`config.mk`:
```
export PLATFORM = sky130hd
export DESIGN_NAME = event_priority_queue_flat
export DESIGN_NICKNAME = d
export VERILOG_FILES = /design/src/hw/rtl/epq_pkg.sv /design/src/hw/rtl/epq_if.sv /design/src/hw/rtl/epq_core.sv /design/src/hw/rtl/event_priority_queue.sv /design/src/flat_wrapper.sv
export SDC_FILE = /design/constraint.sdc
export NUM_CORES = 2
export LEC_CHECK = 0
export ABC_AREA = 1
export BUFFER_PORTS_ARGS = -buffer_cell sky130_fd_sc_hd__buf_4
export CORE_MARGIN = 2
export CORE_UTILIZATION = 60
export CTS_CLUSTER_SIZE = 14
export DETAILED_ROUTE_END_ITERATION = 6
export GPL_ROUTABILITY_DRIVEN = 0
export PLACE_DENSITY = 0.79
export SLEW_MARGIN = 20
export SYNTH_ARGS = -nofsm -noshare
export SYNTH_HDL_FRONTEND = slang
export SYNTH_SLANG_ARGS = --single-unit
```
`constraint.sdc`:
```
create_clock -name clk -period 15.7 [get_ports clk]
set_input_delay 3.14 -clock clk [delete_from_list [all_inputs] [get_ports clk]]
set_output_delay 3.14 -clock clk [all_outputs]
set_load 0.01 [all_outputs]
```
`src/hw/rtl/epq_pkg.sv`:
```
// Shared types, sizes and codes for the event priority queue.
package epq_pkg;

  localparam int QUEUE_DEPTH = 16;
  localparam int IDX_W       = $clog2(QUEUE_DEPTH);
  localparam int CNT_W       = $clog2(QUEUE_DEPTH + 1);
  localparam int OCC_W       = 5;
  localparam int KEY_W       = 32;
  localparam int FLD_W       = 16;

  typedef enum logic [1:0] {
    ACT_INSERT = 2'd0,
    ACT_POP    = 2'd1,
    ACT_DELETE = 2'd2
  } action_e;

  typedef enum logic [1:0] {
    STAT_OK       = 2'd0,
    STAT_FULL     = 2'd1,
    STAT_EMPTY    = 2'd2,
    STAT_NOTFOUND = 2'd3
  } status_e;

  typedef enum logic [1:0] {
    S_IDLE,
    S_SCAN,
    S_PLACE,
    S_FINISH
  } state_e;

  // Event body stored next to its key
  typedef struct packed {
    logic [FLD_W-1:0] io_time;
    logic [FLD_W-1:0] cpu_burst;
    logic [FLD_W-1:0] pid;
  } event_t;

  typedef struct packed {
    logic [KEY_W-1:0] key;
    event_t           ev;
  } entry_t;

  // One request as taken from the input channel
  typedef struct packed {
    logic [1:0]       action;
    logic [KEY_W-1:0] key;
    event_t           ev;
  } cmd_t;

  // One finished result handed to the output stage
  typedef struct packed {
    status_e          status;
    entry_t           entry;
    logic [OCC_W-1:0] occupancy;
  } result_t;

endpackage

```
`src/hw/rtl/epq_if.sv`:
```
// Valid/ready channel interfaces for the event priority queue.
interface epq_in_if;
  logic                      valid;
  logic                      ready;
  logic [1:0]                action;
  logic [epq_pkg::FLD_W-1:0] pid;
  logic [epq_pkg::KEY_W-1:0] arr_stamp;
  logic [epq_pkg::FLD_W-1:0] cpu_burst;
  logic [epq_pkg::FLD_W-1:0] io_time;

  modport source (output valid, action, pid, arr_stamp, cpu_burst, io_time,
                  input ready);
  modport sink   (input valid, action, pid, arr_stamp, cpu_burst, io_time,
                  output ready);
endinterface

interface epq_out_if;
  logic                      valid;
  logic                      ready;
  logic [1:0]                status;
  logic [epq_pkg::FLD_W-1:0] out_pid;
  logic [epq_pkg::KEY_W-1:0] out_arr_stamp;
  logic [epq_pkg::FLD_W-1:0] out_cpu_burst;
  logic [epq_pkg::FLD_W-1:0] out_io_time;
  logic [epq_pkg::OCC_W-1:0] occupancy;

  modport source (output valid, status, out_pid, out_arr_stamp, out_cpu_burst,
                  out_io_time, occupancy, input ready);
  modport sink   (input valid, status, out_pid, out_arr_stamp, out_cpu_burst,
                  out_io_time, occupancy, output ready);
endinterface

```
`src/hw/rtl/epq_core.sv`:
```
// Sorted event store and the sequencer that walks it one entry per cycle.
module epq_core (
  input  logic             clk,
  input  logic             rst,
  input  logic             start,
  input  epq_pkg::cmd_t    cmd,
  input  logic             slot_free,
  output logic             idle,
  output logic             res_valid,
  output epq_pkg::result_t res
);

  // Sorted store, one write and one registered read per cycle
  epq_pkg::entry_t mem [epq_pkg::QUEUE_DEPTH];
  epq_pkg::entry_t rd_data;
  logic [epq_pkg::IDX_W-1:0] rd_addr;
  logic [epq_pkg::IDX_W-1:0] wr_addr;
  epq_pkg::entry_t           wr_data;
  logic                      mem_we;

  epq_pkg::state_e           state;
  epq_pkg::state_e           state_next;
  logic [epq_pkg::CNT_W-1:0] count;
  logic [epq_pkg::IDX_W-1:0] proc_idx;
  logic                      found;
  epq_pkg::cmd_t             op;
  epq_pkg::status_e          res_status;
  epq_pkg::entry_t           res_entry;

  logic                      full;
  logic                      empty;
  logic                      greater;
  logic                      hit;
  logic                      last;
  logic                      op_insert;
  epq_pkg::entry_t           new_entry;
  epq_pkg::entry_t           cmd_entry;

  always_ff @(posedge clk) begin
    if (mem_we) begin
      mem[wr_addr] <= wr_data;
    end
    rd_data <= mem[rd_addr];
  end

  // Compare terms for the entry now on the read port
  assign full      = (count == epq_pkg::CNT_W'(epq_pkg::QUEUE_DEPTH));
  assign empty     = (count == '0);
  assign op_insert = (op.action == epq_pkg::ACT_INSERT);
  assign greater   = (rd_data.key > op.key);
  assign hit       = (op.action == epq_pkg::ACT_POP) || (rd_data.key == op.key);
  assign last      = (epq_pkg::CNT_W'(proc_idx) == count - epq_pkg::CNT_W'(1));
  assign new_entry = '{key: op.key, ev: op.ev};
  assign cmd_entry = '{key: cmd.key, ev: cmd.ev};

  // Next state
  always_comb begin
    state_next = state;
    unique case (state)
      epq_pkg::S_IDLE: begin
        if (start) begin
          case (cmd.action) inside
            epq_pkg::ACT_INSERT:
              state_next = (full || empty) ? epq_pkg::S_FINISH : epq_pkg::S_SCAN;
            epq_pkg::ACT_POP, epq_pkg::ACT_DELETE:
              state_next = empty ? epq_pkg::S_FINISH : epq_pkg::S_SCAN;
            default:
              state_next = epq_pkg::S_FINISH;
          endcase
        end
      end
      epq_pkg::S_SCAN: begin
        if (op_insert) begin
          if (!greater) begin
            state_next = epq_pkg::S_FINISH;
          end else if (proc_idx == '0) begin
            state_next = epq_pkg::S_PLACE;
          end
        end else if (last) begin
          state_next = epq_pkg::S_FINISH;
        end
      end
      epq_pkg::S_PLACE: begin
        state_next = epq_pkg::S_FINISH;
      end
      epq_pkg::S_FINISH: begin
        if (slot_free) begin
          state_next = epq_pkg::S_IDLE;
        end
      end
      default: state_next = epq_pkg::S_IDLE;
    endcase
  end

  // Store port control
  always_comb begin
    mem_we  = 1'b0;
    wr_addr = '0;
    wr_data = rd_data;
    rd_addr = proc_idx;
    unique case (state)
      epq_pkg::S_IDLE: begin
        // insert walks down from the tail, pop and delete walk up from the head
        rd_addr = (cmd.action == epq_pkg::ACT_INSERT) ?
                  epq_pkg::IDX_W'(count - epq_pkg::CNT_W'(1)) : '0;
        if (start && cmd.action == epq_pkg::ACT_INSERT && empty) begin
          mem_we  = 1'b1;
          wr_data = cmd_entry;
        end
      end
      epq_pkg::S_SCAN: begin
        if (op_insert) begin
          rd_addr = proc_idx - epq_pkg::IDX_W'(1);
          mem_we  = 1'b1;
          wr_addr = proc_idx + epq_pkg::IDX_W'(1);
          wr_data = greater ? rd_data : new_entry;
        end else begin
          rd_addr = proc_idx + epq_pkg::IDX_W'(1);
          if (found) begin
            mem_we  = 1'b1;
            wr_addr = proc_idx - epq_pkg::IDX_W'(1);
          end
        end
      end
      epq_pkg::S_PLACE: begin
        mem_we  = 1'b1;
        wr_data = new_entry;
      end
      epq_pkg::S_FINISH: begin
        rd_addr = proc_idx;
      end
      default: rd_addr = proc_idx;
    endcase
  end

  // Sequencer registers
  always_ff @(posedge clk) begin
    if (rst) begin
      state <= epq_pkg::S_IDLE;
      count <= '0;
      found <= 1'b0;
    end else begin
      state <= state_next;
      unique case (state)
        epq_pkg::S_IDLE: begin
          if (start) begin
            op        <= cmd;
            res_entry <= '0;
            found     <= 1'b0;
            proc_idx  <= (cmd.action == epq_pkg::ACT_INSERT) ?
                         epq_pkg::IDX_W'(count - epq_pkg::CNT_W'(1)) : '0;
            case (cmd.action)
              epq_pkg::ACT_INSERT: begin
                if (full) begin
                  res_status <= epq_pkg::STAT_FULL;
                end else begin
                  res_status <= epq_pkg::STAT_OK;
                  if (empty) begin
                    count <= count + epq_pkg::CNT_W'(1);
                  end
                end
              end
              epq_pkg::ACT_POP: begin
                res_status <= empty ? epq_pkg::STAT_EMPTY : epq_pkg::STAT_OK;
              end
              epq_pkg::ACT_DELETE: begin
                res_status <= empty ? epq_pkg::STAT_NOTFOUND : epq_pkg::STAT_OK;
              end
              default: res_status <= epq_pkg::STAT_OK;
            endcase
          end
        end
        epq_pkg::S_SCAN: begin
          if (op_insert) begin
            if (greater) begin
              proc_idx <= proc_idx - epq_pkg::IDX_W'(1);
            end else begin
              count <= count + epq_pkg::CNT_W'(1);
            end
          end else begin
            if (!found && hit) begin
              found     <= 1'b1;
              res_entry <= rd_data;
            end
            proc_idx <= proc_idx + epq_pkg::IDX_W'(1);
            if (last) begin
              if (found || hit) begin
                count <= count - epq_pkg::CNT_W'(1);
              end else begin
                res_status <= epq_pkg::STAT_NOTFOUND;
              end
            end
          end
        end
        epq_pkg::S_PLACE: begin
          count <= count + epq_pkg::CNT_W'(1);
        end
        epq_pkg::S_FINISH: begin
          found <= found;
        end
        default: found <= found;
      endcase
    end
  end

  // Result handoff
  assign idle      = (state == epq_pkg::S_IDLE);
  assign res_valid = (state == epq_pkg::S_FINISH) && slot_free;
  assign res       = '{status: res_status, entry: res_entry,
                       occupancy: epq_pkg::OCC_W'(count)};

  // Checks
  a_count_bound: assert property (@(posedge clk) disable iff (rst)
    count <= epq_pkg::CNT_W'(epq_pkg::QUEUE_DEPTH))
    else $error("entry count above queue depth");

  a_scan_in_range: assert property (@(posedge clk) disable iff (rst)
    state == epq_pkg::S_SCAN |-> epq_pkg::CNT_W'(proc_idx) < count)
    else $error("walk index outside stored entries");

  a_write_contiguous: assert property (@(posedge clk) disable iff (rst)
    mem_we |-> epq_pkg::CNT_W'(wr_addr) <= count)
    else $error("store write leaves a gap");

  a_empty_status: assert property (@(posedge clk) disable iff (rst)
    res_valid && res.status == epq_pkg::STAT_EMPTY |-> count == '0)
    else $error("empty reported with entries stored");

  a_full_status: assert property (@(posedge clk) disable iff (rst)
    res_valid && res.status == epq_pkg::STAT_FULL |->
      count == epq_pkg::CNT_W'(epq_pkg::QUEUE_DEPTH))
    else $error("full reported below depth");

endmodule

```
`src/hw/rtl/event_priority_queue.sv`:
```
// Top level of the event priority queue: channels, sequencer and output register.
// An item is one insert, pop or delete on a queue of up to QUEUE_DEPTH events kept
// sorted by arrival time, earliest first, equal times in arrival order. The store
// is a memory with one write and one registered read port, walked one entry per
// cycle: an insert walks down from the tail past every stored entry with a later
// time, and a pop or delete walks every stored entry from the head. QUEUE_DEPTH
// is 16 by default. Inserts into a full queue, unused action codes and operations
// on an empty queue finish without a walk. The last cycle of an item repeats while
// the output register still holds an untaken result. The input is ready only while
// no item is in progress; a finished result sits in an output register, so a new
// item may be accepted while it waits to be taken.
module event_priority_queue (
  input  logic      clk,
  input  logic      rst,
  epq_in_if.sink    cmd,
  epq_out_if.source rsp
);

  logic             core_idle;
  logic             start;
  logic             slot_free;
  logic             res_valid;
  epq_pkg::cmd_t    core_cmd;
  epq_pkg::result_t res;
  epq_pkg::result_t out_res;
  logic             out_valid;

  assign cmd.ready = core_idle;
  assign start     = cmd.valid && core_idle;
  assign core_cmd  = '{action: cmd.action, key: cmd.arr_stamp,
                       ev: '{io_time: cmd.io_time, cpu_burst: cmd.cpu_burst,
                             pid: cmd.pid}};

  epq_core u_core (
    .clk       (clk),
    .rst       (rst),
    .start     (start),
    .cmd       (core_cmd),
    .slot_free (slot_free),
    .idle      (core_idle),
    .res_valid (res_valid),
    .res       (res)
  );

  // Output register
  assign slot_free = !out_valid || rsp.ready;

  always_ff @(posedge clk) begin
    if (rst) begin
      out_valid <= 1'b0;
    end else if (res_valid) begin
      out_valid <= 1'b1;
    end else if (rsp.ready) begin
      out_valid <= 1'b0;
    end
  end

  always_ff @(posedge clk) begin
    if (res_valid) begin
      out_res <= res;
    end
  end

  assign rsp.valid         = out_valid;
  assign rsp.status        = out_res.status;
  assign rsp.out_pid       = out_res.entry.ev.pid;
  assign rsp.out_arr_stamp = out_res.entry.key;
  assign rsp.out_cpu_burst = out_res.entry.ev.cpu_burst;
  assign rsp.out_io_time   = out_res.entry.ev.io_time;
  assign rsp.occupancy     = out_res.occupancy;

endmodule
```
`src/flat_wrapper.sv`:
```
// flat-port wrapper written by rule: the top's interface ports become plain ports
module event_priority_queue_flat 
  (clk, rst, cmd_valid, cmd_action, cmd_pid, cmd_arr_stamp, cmd_cpu_burst, cmd_io_time, cmd_ready, rsp_valid, rsp_status, rsp_out_pid, rsp_out_arr_stamp, rsp_out_cpu_burst, rsp_out_io_time, rsp_occupancy, rsp_ready);
  epq_in_if cmd_i ();
  epq_out_if rsp_i ();
  input  logic clk;
  input  logic rst;
  input wire logic [$bits(cmd_i.valid)-1:0] cmd_valid;
  input wire logic [$bits(cmd_i.action)-1:0] cmd_action;
  input wire logic [$bits(cmd_i.pid)-1:0] cmd_pid;
  input wire logic [$bits(cmd_i.arr_stamp)-1:0] cmd_arr_stamp;
  input wire logic [$bits(cmd_i.cpu_burst)-1:0] cmd_cpu_burst;
  input wire logic [$bits(cmd_i.io_time)-1:0] cmd_io_time;
  output wire logic [$bits(cmd_i.ready)-1:0] cmd_ready;
  output wire logic [$bits(rsp_i.valid)-1:0] rsp_valid;
  output wire logic [$bits(rsp_i.status)-1:0] rsp_status;
  output wire logic [$bits(rsp_i.out_pid)-1:0] rsp_out_pid;
  output wire logic [$bits(rsp_i.out_arr_stamp)-1:0] rsp_out_arr_stamp;
  output wire logic [$bits(rsp_i.out_cpu_burst)-1:0] rsp_out_cpu_burst;
  output wire logic [$bits(rsp_i.out_io_time)-1:0] rsp_out_io_time;
  output wire logic [$bits(rsp_i.occupancy)-1:0] rsp_occupancy;
  input wire logic [$bits(rsp_i.ready)-1:0] rsp_ready;
  assign cmd_i.valid = cmd_valid;
  assign cmd_i.action = cmd_action;
  assign cmd_i.pid = cmd_pid;
  assign cmd_i.arr_stamp = cmd_arr_stamp;
  assign cmd_i.cpu_burst = cmd_cpu_burst;
  assign cmd_i.io_time = cmd_io_time;
  assign cmd_ready = cmd_i.ready;
  assign rsp_valid = rsp_i.valid;
  assign rsp_status = rsp_i.status;
  assign rsp_out_pid = rsp_i.out_pid;
  assign rsp_out_arr_stamp = rsp_i.out_arr_stamp;
  assign rsp_out_cpu_burst = rsp_i.out_cpu_burst;
  assign rsp_out_io_time = rsp_i.out_io_time;
  assign rsp_occupancy = rsp_i.occupancy;
  assign rsp_i.ready = rsp_ready;
  event_priority_queue u_core (.clk(clk), .rst(rst), .cmd(cmd_i), .rsp(rsp_i));
endmodule
```
==> key figures <==
Floorplan
  • Die area: 118000 um^2
  • Initial Util: 0.605
  • Row count: 124
  • Core area: 114000 um^2
  • Die span in x: 344 um
  • Top-level port count: 175
  • Die height: 344 um

Drt
  • DR WL/cell: 21.8 um
  • Pre-antenna DRT Iters: 7
  • # DRC: 7
  • Vias: 45310
  • 1st-iter DRT viols: 6152
  • DR vias/cell: 5.83
  • Final antenna-violating net count: 1
  • Post-Route WL: 170000 um

Clocking
  • Clk_lat worst skew: 770 ps
  • CTS Buf Count: 161
  • Clock root cell: clkbuf_16
  • CTS Hold Bufs: 0
  • TritonCTS clock tree: built
  • Clock Sinks: 1624
  • Setup repair bufs after CTS: 0
  • Bufs on Longest Clock Path: 3
  • Worst-path clk slew: 60 ps
  • Post_cts resized: 0
  • H-tree Lvls: 4

STA
  • Setup Viol. Count Final: 0
  • Clock skew: 45.6 ps
  • Unrepaired setup endpoints after global routing: no
  • Fin crit period: 7260 ps
  • Setup tns final: 0 ps
  • Final Max Tran Viols: 33
  • Fmax achieved: 138 MHz
  • Final period utilization: 0.462
  • Final hold viol count: 0
  • Worst slew margin: -0.00479
  • Worst slew pin tran: 1510 ps
  • Worst setup margin: 8440 ps

GRT
  • Global route total overflow: 0
  • Antenna violations before repair: 8
  • Vias in the first global route: 42995
  • Total GRT Usage: 0.284
  • Global-route wire length before repair: 253000 um
  • Largest net degree at the start of global routing: 289

Placed design
  • Dpl cell area: 71600 um^2
  • Dpl ws: 7710 ps
  • PortBufs: 174
  • DP HPWL: 92000 um

Logic synthesis
  • Syn_area_per_cell: 11.4 um^2
  • Top cell type's share of synthesized area: 0.666
  • Synth Instances: 6045
  • Post-synthesis sequential area ratio: 0.692
  • Asr flop ratio synth: 0
  • Most common cell in the synthesized netlist: edfxtp_1
  • Post-synth top flop: edfxtp_1
  • Number of library cell types mapped by synthesis: 35
  • Most instantiated cells after synthesis: edfxtp_1, nand2_1, inv_1
  • Mapped cell area: 69200 um^2
  • Yosys warns: 0
  • Top post-synthesis cells by area: edfxtp_1, nand2_1, inv_1
  • Post-synth top area cell: edfxtp_1
  • Syn nets: 6175
  • Number of synthesized flops with an enable pin: 1535
  • Seq cells post-synth: 1624

Setup path
  • Worst Reg-to-Reg Cells: 14
  • WP data arrival: 7640 ps
  • CP peak stage delay: 760 ps
  • CP most frequent cell: buf_4
  • Endpoint type of the worst setup path: flop
  • Worst r2r src: u_core.u_core.state[1]$_SDFFE_PP0P_
  • Req. time, crit path: 16090 ps
  • Crit path capture: u_core.u_core.mem[1][4]$_DFFE_PP_
  • Reg2reg end: u_core.u_core.rd_data[37]$_DFF_P_
  • Critical path class: input port to flop
  • Nature of the critical path startpoint: input port
  • Critical path cell sequence: buf_4 > inv_1 > ha_1 > inv_1 > nor2_1 > nand2_4 > buf_4 > a21oi_1 > nand3_1 > nor2_4 > buf_4 > buf_4
  • R2r setup slk: 9630 ps
  • Worst Setup SP: cmd_action[1]
  • Worst-path fanout max: 53
  • CP max stage cell: nor2_4

Power and ir drop
  • Power Density: 231 nW/um^2
  • NetSw: 0.00714 W
  • Combinational share of power: 0.414
  • Leakage power: 29.9 nW
  • Sw frac: 0.402
  • Seq pwr share: 0.375
  • Clk pwr share: 0.211
  • Pwr Total: 0.0178 W
  • Max VDD drop: 0.000459 V
  • Int Power: 0.0106 W

Final layout
  • Utilization after layout: 0.673
  • Fin nets: 6250
  • Share of cells above drive strength 1: 0.137
  • Layout overhead on the synthesized area: 11.3%
  • Fill count: 7715
  • Final instance area: 77000 um^2

Status
  • Failing checks: antenna violations, design-rule violations, max-slew violations
  • Status: finished with violations

Worst hold path
  • Hold_sp: u_core.u_core.res[41]$_SDFFCE_PN0P_
  • Worst Hold Class: flop to flop

Flow run
  • Max cap viols: 0
==> logic make-up after synthesis <==
family | Yosys count | synth area share
buf+inv | 1290 | 0.0760
flops | 1624 | 0.692
simple gates | 1731 | 0.107
fa+ha+maj | 44 | 0.00796
xor+xnor | 10 | 0.00137
compound gates | 1276 | 0.104
mux | 70 | 0.0114
==> power groups by stage <==
| stage | Combinational, W | Sequential, W | Clock (W) |
|---|---|---|---|
| 4_1_cts | 0.00716 | 0.00667 | 0.00378 |
| 2_1_floorplan | 0.00518 | 0.00669 | 0 |
| 5_1_grt | 0.00810 | 0.00669 | 0.00395 |
| 6_report | 0.00736 | 0.00666 | 0.00375 |
| 3_5_place_dp | 0.00709 | 0.00675 | 0 |
| 3_3_place_gp | 0.00683 | 0.00673 | 0 |
==> cells in the final DEF (no fill, tap or decap), types with 17 or more instances in the layout <==
cell type and count:
a21oi_1 197, a21oi_2 53, buf_4 238, clkbuf_1 48, clkbuf_16 162, clkbuf_8 17
clkinv_1 24, clkinv_2 26, dfxtp_1 89, edfxtp_1 1535, ha_1 40, inv_1 944
mux2_2 70, nand2_1 1027, nand3_1 260, nor2_1 196, nor2_4 21, o211ai_1 288
o21a_1 20, o21ai_0 565, o21ai_1 141, or2_2 215
==> registers in the layout, summed over array words and instances (netlist names), 16 cells and up <==
signal / flops
u_core.u_core.mem: 1280
u_core.u_core.new_entry: 80
u_core.u_core.rd_data: 80
u_core.u_core.res: 80
u_core.rsp.out_arr_stamp: 32
u_core.rsp.out_cpu_burst: 16
u_core.rsp.out_io_time: 16
u_core.rsp.out_pid: 16
==> per-layer routing <==
metal | GRT usage | share of wire | vias to the layer above
met4 | 0.106 | 0.033 | 6
met2 | 0.444 | 0.46 | 2452
met3 | 0.0598 | 0.11 | 394
met1 | 0.397 | 0.39 | 21664
met5 | 0 | 0.00022 | -
li1 | - | - | 20794
==> cell type report <==
cell class | instances | area (um^2) | share of cell area
flip-flops and latches | 1624 | 47900 | 0.622
well taps | 1512 | 1890 | 0.0246
inverters | 953 | 3580 | 0.0466
repair buffers | 249 | 1950 | 0.0254
multi-input cells | 3131 | 16500 | 0.214
clock inverters | 74 | 697 | 0.00905
diodes | 6 | 15.0 | 0.000195
clock buffers | 227 | 4470 | 0.0581
==> worst min path at each step <==
stage / endpoint / slack (ps) / cells after the start
CTS: u_core.rsp.out_io_time[4]$_DFFE_PP_ / 420 / 0
global placement: u_core.rsp.out_arr_stamp[15]$_DFFE_PP_ / 400 / 0
finish: u_core.rsp.out_io_time[4]$_DFFE_PP_ / 410 / 0
floorplan: u_core.rsp.out_arr_stamp[0]$_DFFE_PP_ / 400 / 0
global route: u_core.rsp.out_arr_stamp[25]$_DFFE_PP_ / 430 / 0
detailed placement: u_core.rsp.out_cpu_burst[3]$_DFFE_PP_ / 410 / 0
==> through the flow <==
stage	cells	hold slack [ps]
floorplan	6045	400
global placement	7465	401
detailed placement	7465	405
CTS	7766	416
global route	7770	426
finish	7776	413
==> worst max-delay path: cells and delay by family <==
family | cells | cell delay [ps]
buf+inv | 6 | 2050
simple gates | 4 | 1630
compound gates | 1 | 390
fa+ha+maj | 1 | 300
No activity file was read; power rests on OpenSTA's default activity.
